`config.mk`:
```
export PLATFORM = sky130hd
export DESIGN_NAME = box_average_downsampler_top
export DESIGN_NICKNAME = d
export VERILOG_FILES = /design/src/sv/boxavg_pkg.sv /design/src/sv/box_average_downsampler_top.sv /design/src/sv/boxavg_scan.sv /design/src/sv/boxavg_colmem.sv /design/src/sv/boxavg_div.sv
export VERILOG_INCLUDE_DIRS = /design/src /design/src/sv
export SDC_FILE = /design/constraint.sdc
export NUM_CORES = 2
export LEC_CHECK = 0
export BUFFER_PORTS_ARGS = -buffer_cell sky130_fd_sc_hd__buf_4
export CORE_MARGIN = 2
export CORE_UTILIZATION = 30
export DETAILED_ROUTE_END_ITERATION = 6
export SKIP_CTS_REPAIR_TIMING = 1
export SLEW_MARGIN = 40
export SYNTH_ARGS = -nofsm -noshare
export SYNTH_HDL_FRONTEND = slang
export SYNTH_SLANG_ARGS = --single-unit
```
`constraint.sdc`:
```
create_clock -name clk -period 5.85 [get_ports clk]
set_input_delay 0.2925 -clock clk [delete_from_list [all_inputs] [get_ports clk]]
set_output_delay 0.2925 -clock clk [all_outputs]
set_load 0.03 [all_outputs]
```
`src/sv/box_average_downsampler_top_assert.svh`:
```
// assertion macros for the box average downsampler
`ifndef BOX_AVERAGE_DOWNSAMPLER_TOP_ASSERT_SVH
`define BOX_AVERAGE_DOWNSAMPLER_TOP_ASSERT_SVH

// checked only outside reset
`define BOXAVG_CHECK(name, prop, msg) \
  name: assert property (@(posedge clk) disable iff (rst) prop) else $error(msg);

// checked at every edge, reset included
`define BOXAVG_CHECK_ALWAYS(name, prop, msg) \
  name: assert property (@(posedge clk) prop) else $error(msg);

`endif

```
`src/sv/boxavg_pkg.sv`:
```
// shared types and constants of the box average downsampler
package boxavg_pkg;

  localparam int SIZE_W     = 11;   // in_width / in_height registers
  localparam int OSZ_W      = 7;    // out_width / out_height registers
  localparam int FAC_W      = 5;    // factor registers
  localparam int CNT_W      = 10;   // input column / row counters
  localparam int IDX_W      = 7;    // block indices
  localparam int COORD_W    = 6;    // output coordinates
  localparam int DIVISOR_W  = 10;   // factor_x * factor_y
  localparam int CFG_IDX_W  = 3;
  localparam int CFG_DATA_W = 11;

  localparam int MAX_IN_SIZE    = 1024;
  localparam int MAX_OUT_HEIGHT = 64;
  localparam int INDEX_SAT      = 127;

  localparam logic [SIZE_W-1:0] RST_IN_WIDTH   = 11'd296;
  localparam logic [SIZE_W-1:0] RST_IN_HEIGHT  = 11'd240;
  localparam logic [OSZ_W-1:0]  RST_OUT_WIDTH  = 7'd8;
  localparam logic [OSZ_W-1:0]  RST_OUT_HEIGHT = 7'd8;
  localparam logic [FAC_W-1:0]  RST_FACTOR_X   = 5'd16;
  localparam logic [FAC_W-1:0]  RST_FACTOR_Y   = 5'd16;

  typedef enum logic [CFG_IDX_W-1:0] {
    REG_IN_WIDTH   = 3'd0,
    REG_IN_HEIGHT  = 3'd1,
    REG_OUT_WIDTH  = 3'd2,
    REG_OUT_HEIGHT = 3'd3,
    REG_FACTOR_X   = 3'd4,
    REG_FACTOR_Y   = 3'd5
  } cfg_reg_t;

  typedef enum logic [1:0] {
    DIV_IDLE,
    DIV_BUSY,
    DIV_DONE
  } div_state_t;

  // effective sizes after clamping
  typedef struct packed {
    logic [FAC_W-1:0] fx;
    logic [FAC_W-1:0] fy;
    logic [OSZ_W-1:0] ow;
    logic [OSZ_W-1:0] oh;
  } cfg_lim_t;

  // where the current pixel falls
  typedef struct packed {
    logic             in_grid;
    logic             first;
    logic             done;
    logic             last;
    logic [IDX_W-1:0] col;
    logic [IDX_W-1:0] row;
  } scan_info_t;

  // coordinates that travel with a block result
  typedef struct packed {
    logic [COORD_W-1:0] col;
    logic [COORD_W-1:0] row;
    logic               last;
  } out_tag_t;

endpackage

```
`src/sv/box_average_downsampler_top.sv`:
```
// top level of the box average downsampler
//
// Pixels enter on in_valid/in_ready/pixel_in in raster order; block means leave on
// out_valid/out_ready with pixel_avg, out_col, out_row and frame_last. Registers are
// written through cfg_valid/cfg_ready/cfg_index/cfg_data (cfg_ready is always high);
// write them only between frames or while no pixel is in flight.
// Each pixel inside the output grid reads its column sum from the sum line, adds itself
// in the next cycle and writes it back; a read that collides with the write just ahead
// takes the forwarded sum. Pixels that do not close a block stream at one per clock
// while the add stage is not held. A pixel that closes a block hands its sum to a shared
// divider that produces one quotient bit per cycle. The divider holds its result until
// out_ready; while it holds or works, a further block-closing pixel waits in the add
// stage and in_ready drops.
// Reset is synchronous: registers return to 296, 240, 8, 8, 16, 16, counters and the
// sum line's valid bits clear at once, and any pending result is dropped.
`include "box_average_downsampler_top_assert.svh"

module box_average_downsampler_top #(
  parameter int MAX_OUT_WIDTH = 64,
  parameter int MAX_FACTOR    = 16,
  parameter int PIXEL_BITS    = 16
) (
  input  logic                                clk,
  input  logic                                rst,
  input  logic                                cfg_valid,
  output logic                                cfg_ready,
  input  logic [boxavg_pkg::CFG_IDX_W-1:0]    cfg_index,
  input  logic [boxavg_pkg::CFG_DATA_W-1:0]   cfg_data,
  input  logic                                in_valid,
  output logic                                in_ready,
  input  logic [PIXEL_BITS-1:0]               pixel_in,
  output logic                                out_valid,
  input  logic                                out_ready,
  output logic [PIXEL_BITS-1:0]               pixel_avg,
  output logic [boxavg_pkg::COORD_W-1:0]      out_col,
  output logic [boxavg_pkg::COORD_W-1:0]      out_row,
  output logic                                frame_last
);

  localparam int FACB    = (MAX_FACTOR > 1) ? $clog2(MAX_FACTOR) : 0;
  localparam int SUM_W   = PIXEL_BITS + 2 * FACB;
  localparam int AW      = (MAX_OUT_WIDTH > 1) ? $clog2(MAX_OUT_WIDTH) : 1;
  localparam int COORD_W = boxavg_pkg::COORD_W;
  localparam int DVW     = boxavg_pkg::DIVISOR_W;

  boxavg_pkg::cfg_lim_t   lim;
  boxavg_pkg::scan_info_t info;
  boxavg_pkg::out_tag_t   tag_in, tag_out;

  logic            in_accept;
  logic            rd_en;
  logic [AW-1:0]   scan_addr;
  logic [SUM_W-1:0] rd_data;

  // add stage
  logic                  s1_valid;
  logic                  s1_first, s1_done, s1_last, s1_hz;
  logic [AW-1:0]         s1_addr;
  logic [PIXEL_BITS-1:0] s1_pix;
  logic [COORD_W-1:0]    s1_col, s1_row;
  logic [SUM_W-1:0]      fwd_sum;
  logic [SUM_W-1:0]      base, sum;
  logic                  s1_retire;

  logic                  div_ready, div_start;
  logic [DVW-1:0]        divisor;

  assign cfg_ready = 1'b1;
  assign in_accept = in_valid && in_ready;
  assign scan_addr = AW'(info.col);
  assign rd_en     = in_accept && info.in_grid;

  boxavg_scan #(
    .MAX_OUT_WIDTH(MAX_OUT_WIDTH),
    .MAX_FACTOR   (MAX_FACTOR)
  ) u_scan (
    .clk      (clk),
    .rst      (rst),
    .cfg_we   (cfg_valid && cfg_ready),
    .cfg_index(cfg_index),
    .cfg_data (cfg_data),
    .step     (in_accept),
    .lim      (lim),
    .info     (info)
  );

  boxavg_colmem #(
    .DEPTH(MAX_OUT_WIDTH),
    .AW   (AW),
    .DW   (SUM_W)
  ) u_colmem (
    .clk    (clk),
    .rst    (rst),
    .rd_en  (rd_en),
    .rd_addr(scan_addr),
    .rd_data(rd_data),
    .wr_en  (s1_retire),
    .wr_addr(s1_addr),
    .wr_data(sum)
  );

  // a block-closing pixel leaves only when the divider can take it
  assign s1_retire = s1_valid && (!s1_done || div_ready);
  assign div_start = s1_valid && s1_done && div_ready;
  assign in_ready  = !s1_valid || s1_retire;

  always_comb begin
    if (s1_first) begin
      base = '0;
    end else if (s1_hz) begin
      base = fwd_sum;
    end else begin
      base = rd_data;
    end
    sum = base + SUM_W'(s1_pix);
  end

  always_ff @(posedge clk) begin
    if (rst) begin
      s1_valid <= 1'b0;
    end else if (rd_en) begin
      s1_valid <= 1'b1;
    end else if (s1_retire) begin
      s1_valid <= 1'b0;
    end
  end

  always_ff @(posedge clk) begin
    if (rd_en) begin
      s1_addr  <= scan_addr;
      s1_pix   <= pixel_in;
      s1_first <= info.first;
      s1_done  <= info.done;
      s1_last  <= info.last;
      s1_col   <= info.col[COORD_W-1:0];
      s1_row   <= info.row[COORD_W-1:0];
      // the write landing on this edge is missed by the memory read
      s1_hz    <= s1_retire && (s1_addr == scan_addr);
    end
    if (s1_retire) begin
      fwd_sum <= sum;
    end
  end

  assign divisor     = DVW'(lim.fx) * DVW'(lim.fy);
  assign tag_in.col  = s1_col;
  assign tag_in.row  = s1_row;
  assign tag_in.last = s1_last;

  boxavg_div #(
    .SUM_W     (SUM_W),
    .PIXEL_BITS(PIXEL_BITS)
  ) u_div (
    .clk      (clk),
    .rst      (rst),
    .start    (div_start),
    .dividend (sum),
    .divisor  (divisor),
    .tag_in   (tag_in),
    .ready    (div_ready),
    .out_valid(out_valid),
    .out_ready(out_ready),
    .quotient (pixel_avg),
    .tag_out  (tag_out)
  );

  assign out_col    = tag_out.col;
  assign out_row    = tag_out.row;
  assign frame_last = tag_out.last;

  `BOXAVG_CHECK(a_frame_last_pos, (out_valid && frame_last) |-> ((out_col == COORD_W'(lim.ow - 7'd1)) && (out_row == COORD_W'(lim.oh - 7'd1))), "frame_last away from the last grid position")
  `BOXAVG_CHECK(a_s1_hold, (s1_valid && !s1_retire) |=> (s1_valid && $stable(s1_addr) && $stable(s1_pix)), "add stage lost a stalled pixel")
  `BOXAVG_CHECK(a_div_taken, div_start |=> !div_ready, "divider did not take a block sum")
  `BOXAVG_CHECK_ALWAYS(a_reset_clear, rst |=> (!s1_valid && !out_valid), "pipeline not cleared by reset")

endmodule

```
`src/sv/boxavg_scan.sv`:
```
// configuration registers and raster position counters
module boxavg_scan #(
  parameter int MAX_OUT_WIDTH = 64,
  parameter int MAX_FACTOR    = 16
) (
  input  logic                                clk,
  input  logic                                rst,
  input  logic                                cfg_we,
  input  logic [boxavg_pkg::CFG_IDX_W-1:0]    cfg_index,
  input  logic [boxavg_pkg::CFG_DATA_W-1:0]   cfg_data,
  input  logic                                step,
  output boxavg_pkg::cfg_lim_t                lim,
  output boxavg_pkg::scan_info_t              info
);

  localparam int SIZE_W = boxavg_pkg::SIZE_W;
  localparam int OSZ_W  = boxavg_pkg::OSZ_W;
  localparam int FAC_W  = boxavg_pkg::FAC_W;
  localparam int CNT_W  = boxavg_pkg::CNT_W;
  localparam int IDX_W  = boxavg_pkg::IDX_W;
  localparam int SUB_W  = (MAX_FACTOR > 1) ? $clog2(MAX_FACTOR) : 1;

  logic [SIZE_W-1:0] in_width, in_height;
  logic [OSZ_W-1:0]  out_width, out_height;
  logic [FAC_W-1:0]  factor_x, factor_y;

  logic [CNT_W-1:0] in_col_count, in_row_count;
  logic [SUB_W-1:0] sub_col_count, sub_row_count;
  logic [IDX_W-1:0] block_col_index, block_row_index;

  logic [SIZE_W-1:0] w, h;
  logic              col_end, row_end, sub_col_end, sub_row_end;

  always_ff @(posedge clk) begin
    if (rst) begin
      in_width   <= boxavg_pkg::RST_IN_WIDTH;
      in_height  <= boxavg_pkg::RST_IN_HEIGHT;
      out_width  <= boxavg_pkg::RST_OUT_WIDTH;
      out_height <= boxavg_pkg::RST_OUT_HEIGHT;
      factor_x   <= boxavg_pkg::RST_FACTOR_X;
      factor_y   <= boxavg_pkg::RST_FACTOR_Y;
    end else if (cfg_we) begin
      unique case (cfg_index)
        boxavg_pkg::REG_IN_WIDTH:   in_width   <= cfg_data;
        boxavg_pkg::REG_IN_HEIGHT:  in_height  <= cfg_data;
        boxavg_pkg::REG_OUT_WIDTH:  out_width  <= cfg_data[OSZ_W-1:0];
        boxavg_pkg::REG_OUT_HEIGHT: out_height <= cfg_data[OSZ_W-1:0];
        boxavg_pkg::REG_FACTOR_X:   factor_x   <= cfg_data[FAC_W-1:0];
        boxavg_pkg::REG_FACTOR_Y:   factor_y   <= cfg_data[FAC_W-1:0];
        default: ;
      endcase
    end
  end

  // zero input sizes and factors act as one; every oversize value clamps
  always_comb begin
    w = (in_width == '0) ? SIZE_W'(1) :
        (32'(in_width) > boxavg_pkg::MAX_IN_SIZE) ? SIZE_W'(boxavg_pkg::MAX_IN_SIZE) : in_width;
    h = (in_height == '0) ? SIZE_W'(1) :
        (32'(in_height) > boxavg_pkg::MAX_IN_SIZE) ? SIZE_W'(boxavg_pkg::MAX_IN_SIZE) : in_height;
    lim.fx = (factor_x == '0) ? FAC_W'(1) :
             (32'(factor_x) > MAX_FACTOR) ? FAC_W'(MAX_FACTOR) : factor_x;
    lim.fy = (factor_y == '0) ? FAC_W'(1) :
             (32'(factor_y) > MAX_FACTOR) ? FAC_W'(MAX_FACTOR) : factor_y;
    lim.ow = (32'(out_width) > MAX_OUT_WIDTH) ? OSZ_W'(MAX_OUT_WIDTH) : out_width;
    lim.oh = (32'(out_height) > boxavg_pkg::MAX_OUT_HEIGHT) ?
             OSZ_W'(boxavg_pkg::MAX_OUT_HEIGHT) : out_height;
  end

  always_comb begin
    col_end     = (32'(in_col_count) + 1) >= 32'(w);
    row_end     = (32'(in_row_count) + 1) >= 32'(h);
    sub_col_end = (32'(sub_col_count) + 1) >= 32'(lim.fx);
    sub_row_end = (32'(sub_row_count) + 1) >= 32'(lim.fy);

    info.col     = block_col_index;
    info.row     = block_row_index;
    info.in_grid = (block_col_index < IDX_W'(lim.ow)) && (block_row_index < IDX_W'(lim.oh));
    info.first   = (sub_col_count == '0) && (sub_row_count == '0);
    info.done    = ((32'(sub_col_count) + 1) == 32'(lim.fx)) &&
                   ((32'(sub_row_count) + 1) == 32'(lim.fy));
    info.last    = ((32'(block_col_index) + 1) == 32'(lim.ow)) &&
                   ((32'(block_row_index) + 1) == 32'(lim.oh));
  end

  always_ff @(posedge clk) begin
    if (rst) begin
      in_col_count    <= '0;
      in_row_count    <= '0;
      sub_col_count   <= '0;
      sub_row_count   <= '0;
      block_col_index <= '0;
      block_row_index <= '0;
    end else if (step) begin
      if (col_end) begin
        in_col_count    <= '0;
        sub_col_count   <= '0;
        block_col_index <= '0;
        if (row_end) begin
          in_row_count    <= '0;
          sub_row_count   <= '0;
          block_row_index <= '0;
        end else begin
          in_row_count <= in_row_count + CNT_W'(1);
          if (sub_row_end) begin
            sub_row_count <= '0;
            if (32'(block_row_index) < boxavg_pkg::INDEX_SAT) begin
              block_row_index <= block_row_index + IDX_W'(1);
            end
          end else begin
            sub_row_count <= sub_row_count + SUB_W'(1);
          end
        end
      end else begin
        in_col_count <= in_col_count + CNT_W'(1);
        if (sub_col_end) begin
          sub_col_count <= '0;
          if (32'(block_col_index) < boxavg_pkg::INDEX_SAT) begin
            block_col_index <= block_col_index + IDX_W'(1);
          end
        end else begin
          sub_col_count <= sub_col_count + SUB_W'(1);
        end
      end
    end
  end

endmodule

```
`src/sv/boxavg_colmem.sv`:
```
// column sum line: registered-read memory with per-entry valid bits
module boxavg_colmem #(
  parameter int DEPTH = 64,
  parameter int AW    = 6,
  parameter int DW    = 24
) (
  input  logic          clk,
  input  logic          rst,
  input  logic          rd_en,
  input  logic [AW-1:0] rd_addr,
  output logic [DW-1:0] rd_data,
  input  logic          wr_en,
  input  logic [AW-1:0] wr_addr,
  input  logic [DW-1:0] wr_data
);

  logic [DW-1:0]    mem [DEPTH];
  logic [DEPTH-1:0] vld;
  logic [DW-1:0]    rdata;
  logic             rvld;

  always_ff @(posedge clk) begin
    if (wr_en) begin
      mem[wr_addr] <= wr_data;
    end
    if (rd_en) begin
      rdata <= mem[rd_addr];
    end
  end

  always_ff @(posedge clk) begin
    if (rst) begin
      vld  <= '0;
      rvld <= 1'b0;
    end else begin
      if (wr_en) begin
        vld[wr_addr] <= 1'b1;
      end
      if (rd_en) begin
        rvld <= vld[rd_addr];
      end
    end
  end

  // an entry never written since reset reads as zero
  assign rd_data = rvld ? rdata : '0;

endmodule

```
`src/sv/boxavg_div.sv`:
```
// restoring divider, one quotient bit per cycle, result held for the output
module boxavg_div #(
  parameter int SUM_W      = 24,
  parameter int PIXEL_BITS = 16
) (
  input  logic                                 clk,
  input  logic                                 rst,
  input  logic                                 start,
  input  logic [SUM_W-1:0]                     dividend,
  input  logic [boxavg_pkg::DIVISOR_W-1:0]     divisor,
  input  boxavg_pkg::out_tag_t                 tag_in,
  output logic                                 ready,
  output logic                                 out_valid,
  input  logic                                 out_ready,
  output logic [PIXEL_BITS-1:0]                quotient,
  output boxavg_pkg::out_tag_t                 tag_out
);

  localparam int DVW   = boxavg_pkg::DIVISOR_W;
  localparam int STEPW = (SUM_W > 1) ? $clog2(SUM_W) : 1;

  boxavg_pkg::div_state_t state, state_next;

  logic [SUM_W-1:0] q;
  logic [DVW-1:0]   rem;
  logic [DVW-1:0]   dvs;
  logic [STEPW-1:0] steps;
  logic [DVW:0]     trial;
  logic             ge;

  always_ff @(posedge clk) begin
    if (rst) begin
      state <= boxavg_pkg::DIV_IDLE;
    end else begin
      state <= state_next;
    end
  end

  always_comb begin
    state_next = state;
    ready      = 1'b0;
    out_valid  = 1'b0;
    unique case (state)
      boxavg_pkg::DIV_IDLE: begin
        ready = 1'b1;
        if (start) begin
          state_next = boxavg_pkg::DIV_BUSY;
        end
      end
      boxavg_pkg::DIV_BUSY: begin
        if (steps == '0) begin
          state_next = boxavg_pkg::DIV_DONE;
        end
      end
      boxavg_pkg::DIV_DONE: begin
        out_valid = 1'b1;
        if (out_ready) begin
          state_next = boxavg_pkg::DIV_IDLE;
        end
      end
      default: state_next = boxavg_pkg::DIV_IDLE;
    endcase
  end

  // dividend bits shift out of q while quotient bits shift in
  assign trial = {rem, q[SUM_W-1]};
  assign ge    = trial >= {1'b0, dvs};

  always_ff @(posedge clk) begin
    if (state == boxavg_pkg::DIV_IDLE && start) begin
      q       <= dividend;
      rem     <= '0;
      dvs     <= divisor;
      steps   <= STEPW'(SUM_W - 1);
      tag_out <= tag_in;
    end else if (state == boxavg_pkg::DIV_BUSY) begin
      rem   <= ge ? DVW'(trial - {1'b0, dvs}) : trial[DVW-1:0];
      q     <= {q[SUM_W-2:0], ge};
      steps <= steps - STEPW'(1);
    end
  end

  assign quotient = q[PIXEL_BITS-1:0];

endmodule
```
==> metrics.md <==
| Metric | Value |
|---|---|
| Filler-free cell count of the finished design | `7,524` |
| Main combinational cell family by area after synthesis | `multiplexers` |
| Ys flop type | `edfxtp_1` |
| Die Wd | `500 um` |
| Count of cell types in the netlist | `70` |
| Syn Std Cell Area | `73,900 um2` |
| Startpoint Class | `flip-flop` |
| Adder-Cell Fraction of Synth Area | `1.98%` |
| Crit path max-delay family | `simple AND/OR/NAND/NOR gates` |
| Final WL | `approximately 190 mm` |
| Number of max-cap violations | `0` |
| DRC viols | `0` |
| Initial antenna violation count | `6` |
| Initial Util | `a little under a third` |
| Area grow syn2layout | `16.5%` |
| Number of global-route vias before repair | `38,500` |
| LEAKAGE | `between 0.02 and 0.03 uW` |
| Post-layout nets | `4,289` |
| Critical Path, Cell by Cell | `nor2b_2 -> buf_4 -> a22oi_1 -> nor2_1 -> ha_2 -> inv_1 -> fa_1 -> nand2b_1 -> a21oi_1 -> o21ai_0 -> a21oi_1 -> nand2_1 -> xnor2_1 -> nor2_4 -> buf_4` |
| Final hold violations | `0` |
| CTS tree | `yes` |
| Status | `finished, final reports clean` |
| RSZ-0062 raised after global routing | `no` |
| Critical path buffer and inverter count | `3` |
| Fraction of registers with async set/reset | `0%` |
| Rows | `about 180` |
| Die H | `500 um` |
| Dpl cell area | `79,600 um2` |
| Headroom to the max-slew limit | `between 40% and 50%` |
| Pwr dens | `327 nW/um2` |
| Largest fanout on the critical path | `34` |
| Core area | `roughly 250,000 um2` |
| DR vias | `38,700` |
| Syn avg cell area | `about 19 um2` |
| First DRT Iteration DRCs | `between 4,000 and 5,000` |
| Placed Cells | `just over 7,000` |
| Fin crit period | `4840 ps` |
| Die area | `between 200,000 and 300,000 um2` |
| XOR/XNOR Fraction of Synth Area | `0.925%` |
| Post-synth EDFFs | `1,663` |
| Compound-gate portion of the synthesized area | `3.01%` |
| Global-route wire length before repair | `between 200 and 300 mm` |
| Yosys reg bits | `1,834` |
| WS Path Type | `reg2reg` |
| CP max stage delay | `650 ps` |
| Setup violations, final | `0` |
| GRT overflow | `0` |
| Post-Synth Simple-Gate Area | `4.33%` |
| # port buffers | `65` |
| Worst EP required | `6450 ps` |
| Post-synthesis cell count | `3,903` |
| Final Wtd Congestion | `0.854` |
| Post-synthesis sequential area ratio | `72.2%` |
| Via density | `5.14` |
| Worst IR Drop VDD | `just under 300 uV` |
| Slew Viols, Final | `0` |
| Yosys Warn Count | `0` |
| Worst setup EP type | `flip-flop` |
| Post-Syn Nets | `4,048` |
| Latest clock arrival within the worst-skew pair | `850 ps` |
| Drt pass-1 iters | `6` |
| Filler instances | `around 23,000` |
| Reg clk slew, reported paths | `~60 ps` |
| Routed len/inst | `25.4 um` |
| CTS max path bufs | `3` |
| Setup tns final | `0 ps` |
| Detailed placer's ending HPWL | `roughly 110 mm` |
| H-Tree Depth | `4` |
| Final ANT Viol Nets | `0` |
| Hold Path Class | `in2reg` |
| CTS root buffer | `clkbuf_16` |
| Slew of the pin with the lowest slew margin | `871 ps` |
| Setup Skew | `roughly 53 ps` |
| Sink Count | `1,834` |
| Total CTS buffers | `185` |
| Fin area | `86,000 um2` |
| CP arrival | `5440 ps` |
| Final period util | `82.7%` |
| CP max-delay cell | `nor2_4` |
| GR Util All Layers | `roughly 15%` |
| Multiplexer share of the synthesized area | `15.8%` |
| IO Pins | `67` |
| Largest net degree at the start of global routing | `104` |
| Maximum clock rate | `around 0.21 GHz` |
| Layout cells sized above 1 | `a little over a quarter` |
==> placed cells by master, fill, tap and decap left out, types with 8 or more instances in the layout <==
| cell | n |
|---|---|
| nand3b_1 | 23 |
| nor2_4 | 65 |
| nand4_1 | 15 |
| nand2b_1 | 9 |
| buf_8 | 13 |
| bufinv_16 | 12 |
| inv_1 | 54 |
| fa_1 | 11 |
| xnor2_2 | 13 |
| dfxtp_1 | 166 |
| clkbuf_1 | 50 |
| edfxtp_1 | 1663 |
| o21a_1 | 32 |
| mux2_2 | 33 |
| a211oi_1 | 32 |
| buf_12 | 13 |
| a22oi_1 | 45 |
| nand2_1 | 196 |
| nor3_1 | 17 |
| a21oi_1 | 94 |
| mux2i_1 | 42 |
| a21o_1 | 12 |
| clkbuf_8 | 8 |
| clkinv_2 | 38 |
| xor2_1 | 24 |
| xnor2_1 | 33 |
| nor4_1 | 12 |
| nand3_1 | 50 |
| and3_1 | 23 |
| clkbuf_16 | 187 |
| ha_1 | 98 |
| buf_4 | 189 |
| clkinv_1 | 29 |
| dlygate4sd3_1 | 31 |
| nor2b_1 | 47 |
| nor2_1 | 216 |
| o21ai_0 | 80 |
| a31oi_1 | 9 |
| mux4_2 | 483 |
==> routing by layer <==
layer	GRT usage [%]	wire length (um)	vias up
met5	0	0	-
li1	-	-	16200
met1	20.8	81800	20700
met3	2.53	13200	266
met4	4.44	5370	0
met2	24.0	90700	1518
==> metrics by stage <==
stage                     worst slack [ps]  hold slack, ps  utilization [%]  total power (uW)
final                                 1010            34.2             35.1             28200
after global routing                   658            35.9             35.0             29000
after CTS                             1050            -449             34.9             28300
after detailed placement              1070             405             32.4             16700
after global placement                1170             402             32.3             16600
after floorplan                        677             391                -             16100
==> flip-flops by register name, summed over array words and instances (netlist names), 11 cells and up <==
register          cells
u_colmem.mem       1536
u_colmem.vld         64
fwd_sum              24
u_colmem.rdata       24
u_div.q              24
s1_pix               16
u_div.tag_out        13
u_scan.in_height     11
u_scan.in_width      11
==> cell type report <==
class | instances | area, um2 | area share (%)
Sequential cell | 1834 | 53400 | 62.0
Clock buffer | 245 | 4980 | 5.78
Multi-Input combinational cell | 1802 | 20000 | 23.3
Tap cell | 3220 | 4030 | 4.68
Clock inverter | 100 | 1020 | 1.18
Timing Repair Buffer | 258 | 2380 | 2.77
Antenna cell | 2 | 5.00 | 0.00582
Inverter | 63 | 241 | 0.281
==> kinds of logic after synthesis <==
family | count (synthesis)
AOI/OAI and AO/OA | 351
xor gates and xnor gates | 78
adders and majority gates | 110
buffers and inverters | 267
DFF | 1834
muxes | 558
other | 1
and+or+nand+nor | 704
==> tightest hold or removal path, cell delays in order <==
cell     delay (ps)
buf_4           120
nand3_1         240
mux2i_1         120
nand2_1          50
==> worst paths after layout <==
| kind | depth (start not counted) | end | startpoint | slack (ps) |
|---|---|---|---|---|
| worst max-delay path | 15 | u_colmem.mem[28][22] | s1_hz | 1010 |
| worst max register to register | 15 | u_colmem.mem[28][22] | s1_hz | 1010 |
| worst min register to register | 0 | u_div.tag_out[5] | s1_row[4] | 410 |
| worst min-delay path | 4 | u_scan.factor_y[4] | cfg_index[2] | 30 |
==> power breakdown <==
part	switching [uW]	internal, uW
Combinational	1110	487
Clock	5090	6580
Sequential	118	14800
==> cell usage after synthesis (32+ instances only) <==
library cell  instances  share of area [%]
a21oi_1              94               0.64
dfxtp_1             171                4.6
ha_1                 99                1.7
o21ai_0              80               0.54
mux2_2               33               0.50
a211oi_1             34               0.35
nand2_1             196                1.0
a22oi_1              45               0.46
mux2i_1              42               0.57
mux4_2              483                 15
inv_1                58               0.29
xnor2_1              49               0.58
clkbuf_1            106               0.54
nor2_1              281                1.4
nor2b_1              50               0.42
o21a_1               32               0.33
buf_4                38               0.39
nand3_1              51               0.35
edfxtp_1           1663                 68
buf_2                34               0.23
Power figures use the tool's default switching activity.
